<file path="src/hdl/qrd_pkg.sv">
// Shared types and constants for the block quantized row dot core.
`default_nettype none

package qrd_pkg;

    // Default number of fractional bits of the block and row scales.
    localparam int SCALE_FRAC_BITS_DEF = 16;

    // Data widths of the block dot, the bias difference and the row accumulator.
    localparam int DOT_W  = 32;
    localparam int DIFF_W = DOT_W + 1;
    localparam int ACC_W  = 64;
    localparam int FULL_W = 96;

    // Job queue between the front and back parts; depth is a power of two.
    localparam int FIFO_DEPTH = 2;
    localparam int FIFO_AW    = $clog2(FIFO_DEPTH);

    // Saturation limits of the signed accumulator and result.
    localparam logic [ACC_W-1:0] ACC_MAX = {1'b0, {(ACC_W-1){1'b1}}};
    localparam logic [ACC_W-1:0] ACC_MIN = {1'b1, {(ACC_W-1){1'b0}}};

    // One closed block, as handed from the front to the back part.
    typedef struct packed {
        logic signed [DIFF_W-1:0] diff;
        logic signed [31:0]       block_scale;
        logic signed [31:0]       row_gain;
        logic                     end_row;
    } job_t;

    // Status of the back part, seen by the top level.
    typedef struct packed {
        logic busy;
        logic row_tail;
    } back_stat_t;

endpackage

`default_nettype wire

</file>
<file path="src/hdl/qrd_if.sv">
// Valid/ready channel interfaces for the input items and the row results.
`default_nettype none

interface qrd_in_if;
    logic              valid;
    logic              ready;
    logic [31:0]       act_quad;
    logic [31:0]       weight_quad;
    logic signed [31:0] block_bias;
    logic signed [31:0] block_scale;
    logic signed [31:0] row_scale_in;
    logic              end_of_block;
    logic              end_of_row;

    modport source (
        output valid, act_quad, weight_quad, block_bias, block_scale, row_scale_in,
               end_of_block, end_of_row,
        input  ready
    );

    modport sink (
        input  valid, act_quad, weight_quad, block_bias, block_scale, row_scale_in,
               end_of_block, end_of_row,
        output ready
    );
endinterface


`default_nettype wire

</file>
<file path="src/hdl/qrd_front.sv">
// Front part: takes one word per cycle while the job queue has room, runs the byte MAC and closes blocks.
`default_nettype none

module qrd_front
    import qrd_pkg::*;
(
    input  wire logic clk,
    input  wire logic rst_n,
    qrd_in_if.sink    item_in,
    output job_t      job,
    output logic      job_valid,
    input  wire logic job_ready
);

    logic [DOT_W-1:0]        block_dot_reg;
    logic [DOT_W-1:0]        block_dot_next;
    logic signed [18:0]      quad_sum;
    logic [DOT_W-1:0]        dot_sum;
    logic                    accept;
    logic                    closing;

    // A word is taken whenever the job queue has room.
    assign item_in.ready = job_ready;
    assign accept        = item_in.valid & job_ready;
    assign closing       = item_in.end_of_block | item_in.end_of_row;

    // Four unsigned-by-signed byte products, summed.
    always_comb
    begin
        logic signed [8:0]  a_s;
        logic signed [7:0]  w_s;
        logic signed [16:0] p_s;
        quad_sum = '0;
        for (int i = 0; i < 4; i++)
        begin
            a_s      = signed'({1'b0, item_in.act_quad[8*i +: 8]});
            w_s      = signed'(item_in.weight_quad[8*i +: 8]);
            p_s      = a_s * w_s;
            quad_sum = quad_sum + 19'(p_s);
        end
    end

    // Block dot wraps modulo 2^32.
    assign dot_sum = block_dot_reg + DOT_W'(quad_sum);

    // A closing word pushes the exact bias difference and both scales.
    always_comb
    begin
        job.diff        = DIFF_W'(signed'(dot_sum)) - DIFF_W'(item_in.block_bias);
        job.block_scale = item_in.block_scale;
        job.row_gain    = item_in.row_scale_in;
        job.end_row     = item_in.end_of_row;
        job_valid       = accept & closing;
    end

    // Block dot update; cleared at every block end.
    always_comb
    begin
        block_dot_next = block_dot_reg;
        if (accept)
        begin
            block_dot_next = closing ? '0 : dot_sum;
        end
    end

    always_ff @(posedge clk or negedge rst_n)
    begin
        if (!rst_n)
        begin
            block_dot_reg <= '0;
        end
        else
        begin
            block_dot_reg <= block_dot_next;
        end
    end

endmodule

`default_nettype wire

</file>
<file path="src/flat_wrapper.sv">
// flat-port wrapper written by rule: the top's interface ports become plain ports
module qrd_front_flat import qrd_pkg::*;
  (clk, rst_n, job, job_valid, job_ready, item_in_valid, item_in_act_quad, item_in_weight_quad, item_in_block_bias, item_in_block_scale, item_in_row_scale_in, item_in_end_of_block, item_in_end_of_row, item_in_ready);
  qrd_in_if item_in_i ();
  input  wire logic clk;
  input  wire logic rst_n;
  output job_t job;
  output logic job_valid;
  input  wire logic job_ready;
  input wire logic [$bits(item_in_i.valid)-1:0] item_in_valid;
  input wire logic [$bits(item_in_i.act_quad)-1:0] item_in_act_quad;
  input wire logic [$bits(item_in_i.weight_quad)-1:0] item_in_weight_quad;
  input wire logic [$bits(item_in_i.block_bias)-1:0] item_in_block_bias;
  input wire logic [$bits(item_in_i.block_scale)-1:0] item_in_block_scale;
  input wire logic [$bits(item_in_i.row_scale_in)-1:0] item_in_row_scale_in;
  input wire logic [$bits(item_in_i.end_of_block)-1:0] item_in_end_of_block;
  input wire logic [$bits(item_in_i.end_of_row)-1:0] item_in_end_of_row;
  output wire logic [$bits(item_in_i.ready)-1:0] item_in_ready;
  assign item_in_i.valid = item_in_valid;
  assign item_in_i.act_quad = item_in_act_quad;
  assign item_in_i.weight_quad = item_in_weight_quad;
  assign item_in_i.block_bias = item_in_block_bias;
  assign item_in_i.block_scale = item_in_block_scale;
  assign item_in_i.row_scale_in = item_in_row_scale_in;
  assign item_in_i.end_of_block = item_in_end_of_block;
  assign item_in_i.end_of_row = item_in_end_of_row;
  assign item_in_ready = item_in_i.ready;
  qrd_front u_core (.clk(clk), .rst_n(rst_n), .item_in(item_in_i), .job(job), .job_valid(job_valid), .job_ready(job_ready));
endmodule
</file>
<file path="config.mk">
export PLATFORM = sky130hd
export DESIGN_NAME = qrd_front_flat
export DESIGN_NICKNAME = d
export VERILOG_FILES = /design/src/hdl/qrd_pkg.sv /design/src/hdl/qrd_if.sv /design/src/hdl/qrd_front.sv /design/src/flat_wrapper.sv
export SDC_FILE = /design/constraint.sdc
export NUM_CORES = 1
export LEC_CHECK = 0
export BUFFER_PORTS_ARGS = -buffer_cell sky130_fd_sc_hd__buf_2
export CAP_MARGIN = 20
export CORE_ASPECT_RATIO = 0.75
export CORE_MARGIN = 4
export CORE_UTILIZATION = 52
export CTS_CLUSTER_DIAMETER = 150
export CTS_CLUSTER_SIZE = 30
export DETAILED_ROUTE_END_ITERATION = 16
export GPL_ROUTABILITY_DRIVEN = 0
export GPL_TIMING_DRIVEN = 0
export PLACE_DENSITY = 0.71
export SLEW_MARGIN = 30
export SYNTH_ARGS = -nofsm -noshare
export SYNTH_HDL_FRONTEND = slang
export SYNTH_SLANG_ARGS = --single-unit
</file>
<file path="constraint.sdc">
create_clock -name clk -period 20.7 [get_ports clk]
set_input_delay 1.035 -clock clk [delete_from_list [all_inputs] [get_ports clk]]
set_output_delay 1.035 -clock clk [all_outputs]
set_load 0.01 [all_outputs]
</file>
Yosys cells after proc, flatten, opt, wreduce, memory -nomap -nowiden
Cells that the tools add are included.
Word-level totals
  register bits: 32
  latch bits: 0
  RAM bits: 0
  bits in read-only memories: 0
  input bits: 166
  output and inout bits: 100
  memories: 0
Operators by class
  add/sub/neg operators: 5
  multipliers: 4
  div/mod/pow operators: 0
  order comparisons: 0
  equality and inequality tests: 0
  shifts and indexed selects: 0
  muxes and demuxes: 1
  bitwise gates (word level): 3
  reductions and logical operators: 0
Operators with widths (number)
  $mul 9x8->17: 4
  $sub 32x32->33: 1
  $add 32x32->32: 1
  $mux 32: 1
  $add 18x17->19: 1
  $add 19x17->19: 1
  $add 17x17->18: 1
  $and 1x1->1: 2
  $or 1x1->1: 1

Logic depth before layout (Yosys ltp)
Gate-level depths: netlist of run 1.
  depth in word-level cells: 6
  depth in mapped cells: 45
  depth with buffers taken out: 45

Worst setup path after synthesis of run 1
Ideal clock, no wire load.
  path type: input to output
  start point: in item_in_act_quad[4]
  end point: out job[91] (netlist name)
  arrival time: 10.524 ns
  data required time: 19.665 ns
  slack: 9.141 ns
  stages on the path: 37
  path through: and2_1 > fa_1 > fa_1 > fa_1 > inv_1 > fa_1 > fa_1 > inv_1 > fa_1 > fa_1 > inv_1 > fa_1 > inv_1 > ha_1 > a21oi_1 > inv_1 > o41ai_2 > o31ai_1 > a31oi_1 > o21bai_1 > xnor2_1 > ha_1 > o21a_1 > a21oi_1 > o2111a_1 > o21a_1 > o21ai_0 > xor2_1 > ha_1 > a21o_1 > a21o_1 > a221oi_1 > o21ai_0 > or2_2 > a21o_1 > a21oi_1 > xnor2_1
RTL lines
  from (decl): RTL line flat_wrapper.sv:11  | input wire logic [$bits(item_in_i.act_quad)-1:0] item_in_act_quad;
  to (decl): RTL line flat_wrapper.sv:7  | output job_t job;

==> results of run 1 <==
==> worst max-delay path, delay by kind of cell <==
kind	cells	cell delay [ns]
adders and majority gates	11	5.02
AOI/OAI and AO/OA	13	3.06
and+or+nand+nor	7	1.44
xor gates and xnor gates	2	0.87
buffers and inverters	7	0.74
==> layout by cell type (no fill, tap or decap), types with 4 or more instances in the layout <==
master,count
sky130_fd_sc_hd__clkbuf_1,12
sky130_fd_sc_hd__dfrtp_1,32
sky130_fd_sc_hd__a21o_1,33
sky130_fd_sc_hd__a21oi_1,52
sky130_fd_sc_hd__inv_1,400
sky130_fd_sc_hd__xnor2_1,47
sky130_fd_sc_hd__nand3_1,14
sky130_fd_sc_hd__and2_1,158
sky130_fd_sc_hd__o2111ai_1,4
sky130_fd_sc_hd__nand2_1,112
sky130_fd_sc_hd__o21bai_1,6
sky130_fd_sc_hd__nand4_1,6
sky130_fd_sc_hd__nor3_1,12
sky130_fd_sc_hd__a22o_1,30
sky130_fd_sc_hd__ha_1,215
sky130_fd_sc_hd__clkbuf_16,5
sky130_fd_sc_hd__a211oi_1,7
sky130_fd_sc_hd__o21ai_0,30
sky130_fd_sc_hd__a21boi_0,4
sky130_fd_sc_hd__fa_1,234
sky130_fd_sc_hd__a211o_1,6
sky130_fd_sc_hd__nor2b_1,20
sky130_fd_sc_hd__nor2_1,48
sky130_fd_sc_hd__nand2b_1,13
sky130_fd_sc_hd__a31oi_1,7
sky130_fd_sc_hd__xor2_1,19
sky130_fd_sc_hd__and3_1,5
sky130_fd_sc_hd__buf_2,201
sky130_fd_sc_hd__o21a_1,10
sky130_fd_sc_hd__buf_4,66
==> final timing paths <==
path | slack, ns | cells after the start | from | endpoint
setup / recovery | 7.50 | 40 | item_in_weight_quad[7] | job[97]
hold / removal | 0.51 | 1 | u_core.block_dot_reg[24] | u_core.block_dot_reg[24]
setup reg to reg | 17.57 | 12 | u_core.block_dot_reg[0] | u_core.block_dot_reg[24]
hold reg to reg | 0.51 | 1 | u_core.block_dot_reg[24] | u_core.block_dot_reg[24]
max in group asynchronous | 19.38 | 1 | rst_n | u_core.block_dot_reg[5]
min in group asynchronous | 0.81 | 1 | rst_n | u_core.block_dot_reg[24]
==> per-stage QoR <==
step	setup slack, ns	utilization, %
after floorplan	9.14	-
after global placement	7.23	58.6
after detailed placement	7.57	58.7
after CTS	7.53	59.2
after global routing	6.68	59.2
final	7.50	59.2
==> per-layer routing <==
layer  up-vias  wire, µm
met5         -         0
met4         0       105
met3         6      2020
met2       301     15800
met1      5624     16000
li1       5520         -
==> layout make-up <==
class | instances | share of cell area, %
sequential | 32 | 4.96
buffer | 76 | 3.30
clock buffer | 8 | 0.907
tap | 351 | 2.72
multi-input combinational | 1142 | 72.6
inverter | 400 | 9.30
timing repair buffer | 201 | 6.23
==> logic make-up (layout without fill, tap and decap cells) <==
group,count (synthesis),after routing,share of synthesized area [%]
compound gates,223,223,11.0
xor+xnor,69,69,4.30
fa+ha+maj,449,449,50.7
buf+inv,476,685,14.0
flops,32,32,5.51
mux,2,2,0.146
simple gates,399,399,14.3
==> metrics.md, run 1 <==
| Metric | Value |
|---|---|
| Outcome | `finished, final reports clean` |
| Footprint of the multi-input gates | `11700 µm²` |
| Count of buffers inserted at the top-level ports | `roughly 200` |
| Met3 usage | `slightly above 3%` |
| FFs w/ async S/R, synth | `100%` |
| Data arrival time of the critical path | `around 12 ns` |
| Max Freq | `0.0757 GHz` |
| Synthesized net count | `approximately 2300` |
| Final global-route overflow total | `0` |
| Cts repair resizes | `0` |
| Placed standard-cell area | `between 15000 and 20000 µm²` |
| TritonCTS Sinks | `32` |
| Max-Cap Viols | `0` |
| Yosys top cell area share | `about a third` |
| CTS HTree Levels | `2` |
| Number of synthesized flops with an enable pin | `0` |
| Wire length of the first global-routing pass | `56600 µm` |
| Layout cells sized above 1 | `15.7%` |
| Worst slack on hold paths | `around 0.51 ns` |
| Routing usage on met1 | `roughly 34%` |
| Buffers inserted during post-CTS setup optimization | `0` |
| Final antenna diode count | `0` |
| Initial standard-cell utilization of the core | `about 53%` |
| Met2 usage in global routing | `between 30% and 40%` |
| Most common cell in the netlist | `sky130_fd_sc_hd__inv_1` |
| Wire length after detailed routing | `between 30000 and 40000 µm` |
| Most used cell along the critical path | `sky130_fd_sc_hd__fa_1` |
| Worst rel slew slack | `41.9%` |
| Clk slew on worst S/H paths | `about 0.06 ns` |
| Number of pins exceeding their max-slew limit in the final report | `0` |
| Number of routed nets with antenna violations | `0` |
| Synthesized area per cell | `8.81 µm²` |
| Count of warnings emitted by yosys | `0` |
| Class of the most critical hold timing path | `flop to flop` |
| Via count of the first global-routing pass | `between 10000 and 15000` |
| Number of placement rows | `52` |
| DPL Wire Length | `30400 µm` |
| Post-placement cell count | `between 2000 and 2500` |
| Largest net degree at the start of global routing | `33` |
| Layout Cells excl Fill | `~2200` |
| Area Growth Syn to Fin | `11.0%` |
| Unrepaired setup endpoints after global routing | `no` |
| Area occupied by registers | `roughly 800 µm²` |
| Post-detailed-route wirelength per cell | `~15 µm` |
| Startpoint type of the worst setup path | `input pin` |
| Number of unique standard cell types used by synthesis | `between 60 and 70` |
| Final-stage net count | `2473` |
| Flip-flop count of the largest register after layout | `32` |
| Horizontal die dimension | `about 200 µm` |
| Count of mapped cells out of synthesis | `about 1700` |
| Min Clock Period, post-route | `~13 ns` |
| Top area cells in the synthesized netlist | `sky130_fd_sc_hd__fa_1 (32%), sky130_fd_sc_hd__ha_1 (19%), sky130_fd_sc_hd__inv_1 (10%), sky130_fd_sc_hd__and2_1 (6.8%), sky130_fd_sc_hd__dfrtp_1 (5.5%)` |
| First-pass iteration count of the detailed router | `6` |
| Skew-Pair Late Insertion Delay | `just under 0.3 ns` |
| Count of state elements after synthesis | `32` |
| Remaining routing DRC violations | `0` |
| Clk_skew | `between 0.005 and 0.006 ns` |
| Number of vias after detailed routing | `11451` |
| Crit-path max FO | `14` |
| Number of fill cells | `between 2000 and 2500` |
| Critical-path cell with the highest stage delay | `sky130_fd_sc_hd__xnor2_2` |
| Kind of critical path | `input pin to primary output` |
| Top FF cell, synth | `sky130_fd_sc_hd__dfrtp_1` |
| Required time worst endpoint | `19.67 ns` |
| Leading post-synthesis cells by instance count | `sky130_fd_sc_hd__inv_1 (400), sky130_fd_sc_hd__fa_1 (234), sky130_fd_sc_hd__ha_1 (215), sky130_fd_sc_hd__and2_1 (158), sky130_fd_sc_hd__nand2_1 (112)` |
| Number of buffers created by CTS | `5` |
| Worst setup EP type | `primary output` |
| Combined area of all synthesized cells | `roughly 15000 µm²` |
| Setup-violating endpoint count in the final report | `0` |
| Hold buffer count at cts | `0` |
| Area of the placeable core | `~27000 µm²` |
| Slew at the pin closest to its max-slew limit | `a little under 0.9 ns` |
| Count of boundary I/O pins | `about 270` |
| Global-route total usage across every layer | `between 20% and 30%` |
| Die height | `153 µm` |
| Final hold violation count | `0` |
| Area of all placed cells without fillers | `between 15000 and 20000 µm²` |
| Max clock buf depth | `2` |
| Ratio of routed vias to standard cells | `slightly above 5` |
| Largest stage delay, worst path | `0.66 ns` |
| Number of antenna violations at the first check in global routing | `0` |
| Library cell occupying the most area in the post-synthesis netlist | `sky130_fd_sc_hd__fa_1` |
| Final Cycle Share | `63.8%` |
| Portion of the post-synthesis area used by sequential elements | `5.51%` |
| Clk root buf | `sky130_fd_sc_hd__clkbuf_16` |
| Sum of negative setup slack | `0 ns` |
| Die footprint | `just over 30000 µm²` |
| CTS tree | `built` |
| Most utilized layer in the global route result | `met2` |
| Count of routing violations after the opening detailed-route iteration | `about 660` |
Power of run 1 is left out: the tool's default activity adds up to more than one toggle a clock period on the data nets, which glitch-free logic cannot reach.
==> run 2, diff against run 1 <==
Settings changed: PLACE_DENSITY 0.71 to 0.74.
Clock period 20.7 ns to 12.12 ns, I/O delays scaled along.
==> metrics.md, run 2 (synthesis gave the netlist of run 1 again) <==
| Metric | Value |
|---|---|
| Outcome | `finished, final reports clean` |
| Die footprint | `30700 µm² (unchanged)` |
| Final antenna diode count | `0 (unchanged)` |
| Min Clock Period, post-route | `roughly 11 ns` |
| Clk_skew | `0.00976 ns (+0.00396 ns)` |
| Count of routing violations after the opening detailed-route iteration | `673 (+2.6%)` |
| Ratio of routed vias to standard cells | `5.19 (+0.11%)` |
| Final-stage net count | `2477 (+0.16%)` |
| Max-Cap Viols | `0 (unchanged)` |
| Number of buffers created by CTS | `5 (unchanged)` |
| Final hold violation count | `0 (unchanged)` |
| Max clock buf depth | `2 (unchanged)` |
| Clk slew on worst S/H paths | `0.05 ns (about the same)` |
| Fin util | `59.5% (+0.34 points)` |
| Count of buffers inserted at the top-level ports | `201 (unchanged)` |
| Count of cells along the worst register-to-register path | `12 (unchanged)` |
| Slew at the pin closest to its max-slew limit | `0.798 ns (-0.0730 ns)` |
| Most common cell after layout, fill and taps aside | `sky130_fd_sc_hd__inv_1` |
| Launch instance of the worst register-to-register path | `u_core.block_dot_reg[0]` |
| Largest stage delay, worst path | `0.55 ns (-0.11 ns)` |
| TritonCTS Sinks | `32 (unchanged)` |
| Most used cell along the critical path | `sky130_fd_sc_hd__fa_1` |
| Required time worst endpoint | `11.51 ns (-8.16 ns)` |
| Remaining routing DRC violations | `0 (unchanged)` |
| Area occupied by registers | `801 µm² (unchanged)` |
| Area Growth Syn to Fin | `11.7%` |
| Global-route total usage across every layer | `22.1% (+0.090 points)` |
| Setup-violating endpoint count in the final report | `0 (unchanged)` |
| CTS tree | `built` |
| Wire length of the first global-routing pass | `57000 µm (+0.61%)` |
| Post-detailed-route wirelength per cell | `15.3 µm (-0.25%)` |
| Die height | `153 µm (unchanged)` |
| DPL Wire Length | `30200 µm (-0.62%)` |
| Crit-path max FO | `8 (-6)` |
| Clk root buf | `sky130_fd_sc_hd__clkbuf_16` |
| Number of fill cells | `2393 (-2.0%)` |
| Worst rel slew slack | `46.8% (+4.9 points)` |
| Skew-Pair Late Insertion Delay | `0.29 ns (about the same)` |
| Commonest non-fill, non-tap cells in the layout | `sky130_fd_sc_hd__inv_1 (400), sky130_fd_sc_hd__fa_1 (234), sky130_fd_sc_hd__ha_1 (215)` |
| Critical-path cell with the highest stage delay | `sky130_fd_sc_hd__fa_1` |
| Final Cycle Share | `between 90% and 100%` |
| Final global-route overflow total | `0 (unchanged)` |
| Largest net degree at the start of global routing | `33 (unchanged)` |
| Number of pins exceeding their max-slew limit in the final report | `0 (unchanged)` |
| Count of boundary I/O pins | `266 (unchanged)` |
| Class of the most critical hold timing path | `input pin to async pin` |
| Startpoint type of the worst setup path | `input pin` |
| Kind of critical path | `input pin to primary output` |
| Flip-flop count of the largest register after layout | `32 (unchanged)` |
| Horizontal die dimension | `201 µm (unchanged)` |
| Number of placement rows | `52 (unchanged)` |
| Wire length after detailed routing | `33900 µm (-0.12%)` |
| First-pass iteration count of the detailed router | `5 (-1)` |
| CTS HTree Levels | `2 (unchanged)` |
| Area of the placeable core | `27300 µm² (unchanged)` |
| Worst setup EP type | `primary output` |
| Footprint of the multi-input gates | `11800 µm² (+0.63%)` |
| Number of antenna violations at the first check in global routing | `2 (+2)` |
| Layout cells sized above 1 | `16.3% (+0.62 points)` |
| Reg-to-reg endpoint | `u_core.block_dot_reg[24]` |
| Number of vias after detailed routing | `11479 (+0.24%)` |
| Data arrival time of the critical path | `10.89 ns (-1.28 ns)` |
| Via count of the first global-routing pass | `11591 (+0.21%)` |
| Initial standard-cell utilization of the core | `53.3% (unchanged)` |
| Setup slack of the worst register-to-register path | `8.97 ns (-8.60 ns)` |
| Max Freq | `approximately 0.087 GHz` |
| Hold buffer count at cts | `0 (unchanged)` |
| Number of routed nets with antenna violations | `0 (unchanged)` |
## run 2: cell types whose count changed in the layout (fill, tap and decap cells not counted), moves of 2 or more
cell                        change
sky130_fd_sc_hd__a21boi_1       +2
sky130_fd_sc_hd__o21ai_1        +4
sky130_fd_sc_hd__o2111ai_2      +2
sky130_fd_sc_hd__o21ai_0        -4
sky130_fd_sc_hd__buf_4          +4
sky130_fd_sc_hd__o311ai_0       -2
sky130_fd_sc_hd__a21boi_0       -3
sky130_fd_sc_hd__o2111ai_1      -2
## run 2: per-stage QoR
stage / hold slack [ns] / setup slack (ns) / instance area [µm²] / setup TNS, ns / instances
floorplan: 0.310 / 1.42 / 14500 / 0 / 1650
global placement: 0.483 / -0.470 / 16000 / -1.52 / 2202
detailed placement: 0.498 / -0.0967 / 16000 / -0.161 / 2202
CTS: 0.433 / 0.0316 / 16100 / 0 / 2209
global route: 0.488 / -0.00738 / 16200 / -0.00738 / 2213
finish: 0.405 / 0.628 / 16200 / 0 / 2213
## run 2: layer usage
layer | vias up | global-route usage, % | routed length (µm)
met2 | 329 | 35.3 | 15900
met3 | 23 | 3.02 | 2130
met1 | 5594 | 33.4 | 15600
met4 | 4 | 2.06 | 279
met5 | - | 0 | 14
li1 | 5529 | - | -
## run 2: final cells by class
cell class              count  area share [%]
plain buffers              76            3.28
clock inverters             1          0.0308
well taps                 351            2.71
repair buffers            205            6.40
flip-flops and latches     32            4.93
clock buffers               6           0.794
multi-input cells        1142            72.6
inverters                 400            9.25
## run 2: worst max-delay path, delay by kind of cell
family / cells / cell delay, ns
xor gates and xnor gates: 2 / 0.38
buffers and inverters: 4 / 0.44
AOI/OAI and AO/OA: 19 / 3.92
and+or+nand+nor: 4 / 0.59
adders and majority gates: 11 / 4.95
## run 2: how the worst max path moves through the flow
stage                                 from  endpoint  slack, ns  depth (start not counted)
floorplan              item_in_act_quad[4]   job[91]       1.42                         37
global placement    item_in_weight_quad[7]   job[95]      -0.47                         40
detailed placement  item_in_weight_quad[7]   job[95]       -0.1                         40
CTS                 item_in_weight_quad[7]   job[95]       0.03                         40
global route           item_in_act_quad[2]   job[95]     -0.007                         45
finish              item_in_weight_quad[2]   job[95]       0.63                         40
## run 2: repair_timing
item                                    CTS  global route
resized for setup                         2            19
pin swaps                                 0             6
buffers inserted                          0             4
endpoints found under the setup margin    3             9
gates cloned                              0             0
Power of run 2 is left out for the same reason.
==> run 3, diff against run 2 <==
Settings changed: REMOVE_ABC_BUFFERS set to 1.
==> metrics.md, run 3 (synthesis gave the netlist of run 1 again) <==
| Metric | Value |
|---|---|
| Number of placement rows | `52 (unchanged)` |
| TritonCTS Sinks | `32 (unchanged)` |
| First-pass iteration count of the detailed router | `5 (unchanged)` |
| Kind of critical path | `input pin to primary output` |
| Via count of the first global-routing pass | `11471 (-1.0%)` |
| Met2 usage in global routing | `35.4% (+0.048 points)` |
| Initial standard-cell utilization of the core | `53.3% (unchanged)` |
| Launch instance of the worst register-to-register path | `u_core.block_dot_reg[0]` |
| Placement Setup Slack | `-0.0773 ns (+0.0194 ns)` |
| Count of boundary I/O pins | `266 (unchanged)` |
| Wire length after detailed routing | `36400 µm (+7.4%)` |
| CTS HTree Levels | `2 (unchanged)` |
| Final-stage net count | `2343 (-5.4%)` |
| Skew-Pair Late Insertion Delay | `0.29 ns (about the same)` |
| Post-detailed-route wirelength per cell | `17.5 µm (+14%)` |
| Ratio of routed vias to standard cells | `5.36 (+3.3%)` |
| Final Cycle Share | `95.3% (+0.49 points)` |
| Remaining routing DRC violations | `0 (unchanged)` |
| Wire length of the first global-routing pass | `59300 µm (+4.2%)` |
| Outcome | `finished, final reports clean` |
| Die footprint | `30700 µm² (unchanged)` |
| Largest net degree at the start of global routing | `35 (+6.1%)` |
| Most used cell along the critical path | `sky130_fd_sc_hd__fa_1` |
| Die height | `153 µm (unchanged)` |
| Most utilized layer in the global route result | `met2` |
| Number of fill cells | `2441 (+2.0%)` |
| End point of the critical path | `job[95]` |
| Worst Slack Setup Final | `0.569 ns (-0.0597 ns)` |
| Hold buffer count at cts | `0 (unchanged)` |
| Startpoint type of the worst setup path | `input pin` |
| Post-placement cell count | `2065 (-6.2%)` |
| Met3 usage | `9.51% (+6.5 points)` |
| Min Clock Period, post-route | `11.55 ns (+0.0597 ns)` |
| Global-route total usage across every layer | `23.8% (+1.7 points)` |
| DPL Wire Length | `31900 µm (+5.5%)` |
| Setup slack of the worst register-to-register path | `8.99 ns (+0.02 ns)` |
| Area of the placeable core | `27300 µm² (unchanged)` |
| Final global-route overflow total | `0 (unchanged)` |
| Count of routing violations after the opening detailed-route iteration | `564 (-16%)` |
| Data arrival time of the critical path | `10.95 ns (+0.06 ns)` |
| Worst setup EP type | `primary output` |
| Count of cells along the worst register-to-register path | `12 (unchanged)` |
| Most common cell after layout, fill and taps aside | `sky130_fd_sc_hd__inv_1` |
| Max clock buf depth | `2 (unchanged)` |
| CTS tree | `built` |
| Worst slack on hold paths | `0.412 ns (+0.00726 ns)` |
| Routing usage on met1 | `33.7% (+0.36 points)` |
| Number of vias after detailed routing | `11144 (-2.9%)` |
| Clk slew on worst S/H paths | `0.05 ns (about the same)` |
| Commonest non-fill, non-tap cells in the layout | `sky130_fd_sc_hd__inv_1 (400), sky130_fd_sc_hd__fa_1 (234), sky130_fd_sc_hd__ha_1 (215)` |
| Crit-path max FO | `8 (unchanged)` |
| Max-Cap Viols | `0 (unchanged)` |
| Clk root buf | `sky130_fd_sc_hd__clkbuf_16` |
| Count of buffers inserted at the top-level ports | `137 (-32%)` |
| Unrepaired setup endpoints after global routing | `no` |
| Largest stage delay, worst path | `0.55 ns (about the same)` |
| Clk_skew | `0.00359 ns (-0.00617 ns)` |
| Number of antenna violations at the first check in global routing | `2 (unchanged)` |
| Required time worst endpoint | `11.51 ns (about the same)` |
| Flip-flop count of the largest register after layout | `32 (unchanged)` |
| Setup-violating endpoint count in the final report | `0 (unchanged)` |
| Final hold violation count | `0 (unchanged)` |
| Max Freq | `0.0866 GHz (-0.52%)` |
| Class of the most critical hold timing path | `input pin to async pin` |
| Area Growth Syn to Fin | `6.06%` |
| Worst rel slew slack | `45.3% (-1.5 points)` |
| Number of buffers created by CTS | `5 (unchanged)` |
| Horizontal die dimension | `201 µm (unchanged)` |
| Critical-path cell with the highest stage delay | `sky130_fd_sc_hd__fa_1` |
| Number of pins exceeding their max-slew limit in the final report | `0 (unchanged)` |
| Slew at the pin closest to its max-slew limit | `0.820 ns (+0.0219 ns)` |
| Layout Cells excl Fill | `2080 (-6.0%)` |
| Number of routed nets with antenna violations | `0 (unchanged)` |
| Sum of negative setup slack | `0 ns (unchanged)` |
| Reg-to-reg endpoint | `u_core.block_dot_reg[24]` |
| Crit path launch | `item_in_weight_quad[2]` |
| Layout cells sized above 1 | `10.4% (-6.0 points)` |
## run 3: cell count changes in the layout (fill, tap and decap cells not counted), sizes merged
| cell | delta |
|---|---|
| buf | -123 |
| clkbuf | -11 |
| diode | +1 |
## run 3: layout make-up
cell class	instances	area, µm²	area share (%)
Timing Repair Buffer	147	761	4.93
Sequential cell	32	801	5.19
Clock buffer	6	129	0.836
Antenna cell	1	2.50	0.0162
Inverter	400	1500	9.74
Multi-Input combinational cell	1142	11800	76.4
Tap cell	351	439	2.85
Clock inverter	1	5.00	0.0325
## run 3: worst max-delay path, delay by kind of cell
family	cells	cell delay, ns
fa+ha+maj	11	5.02
compound gates	17	3.55
simple gates	6	0.95
buf+inv	4	0.42
xor+xnor	2	0.39
## run 3: stage by stage
step	utilization, %	area [µm²]
floorplan	-	14000
global placement	55.5	15100
detailed placement	55.6	15200
CTS	56.2	15300
global route	56.5	15400
finish	56.5	15400
## run 3: worst min-delay path by stage
stage | start | slack (ns) | depth (start not counted) | to
after CTS | rst_n | 0.45 | 1 | u_core.block_dot_reg[13]
after detailed placement | u_core.block_dot_reg[31] | 0.49 | 1 | u_core.block_dot_reg[31]
after global placement | u_core.block_dot_reg[31] | 0.48 | 1 | u_core.block_dot_reg[31]
final | rst_n | 0.41 | 1 | u_core.block_dot_reg[7]
after global routing | rst_n | 0.49 | 1 | u_core.block_dot_reg[7]
after floorplan | rst_n | 0.31 | 0 | u_core.block_dot_reg[0]
## run 3: metal layers
layer  vias to the layer above  share of wire [%]
met1                      5494                 46
met5                         -               0.45
li1                       5260                  -
met4                         6               0.81
met2                       347                 43
met3                        37                9.7
## run 3: timing repair
| action | 4_1_cts | 5_1_grt |
|---|---|---|
| pin swaps | 0 | 3 |
| setup buffers | 0 | 7 |
| endpoints found under the setup margin | 2 | 8 |
| gates resized for setup | 3 | 11 |
Power of run 3 is left out for the same reason.
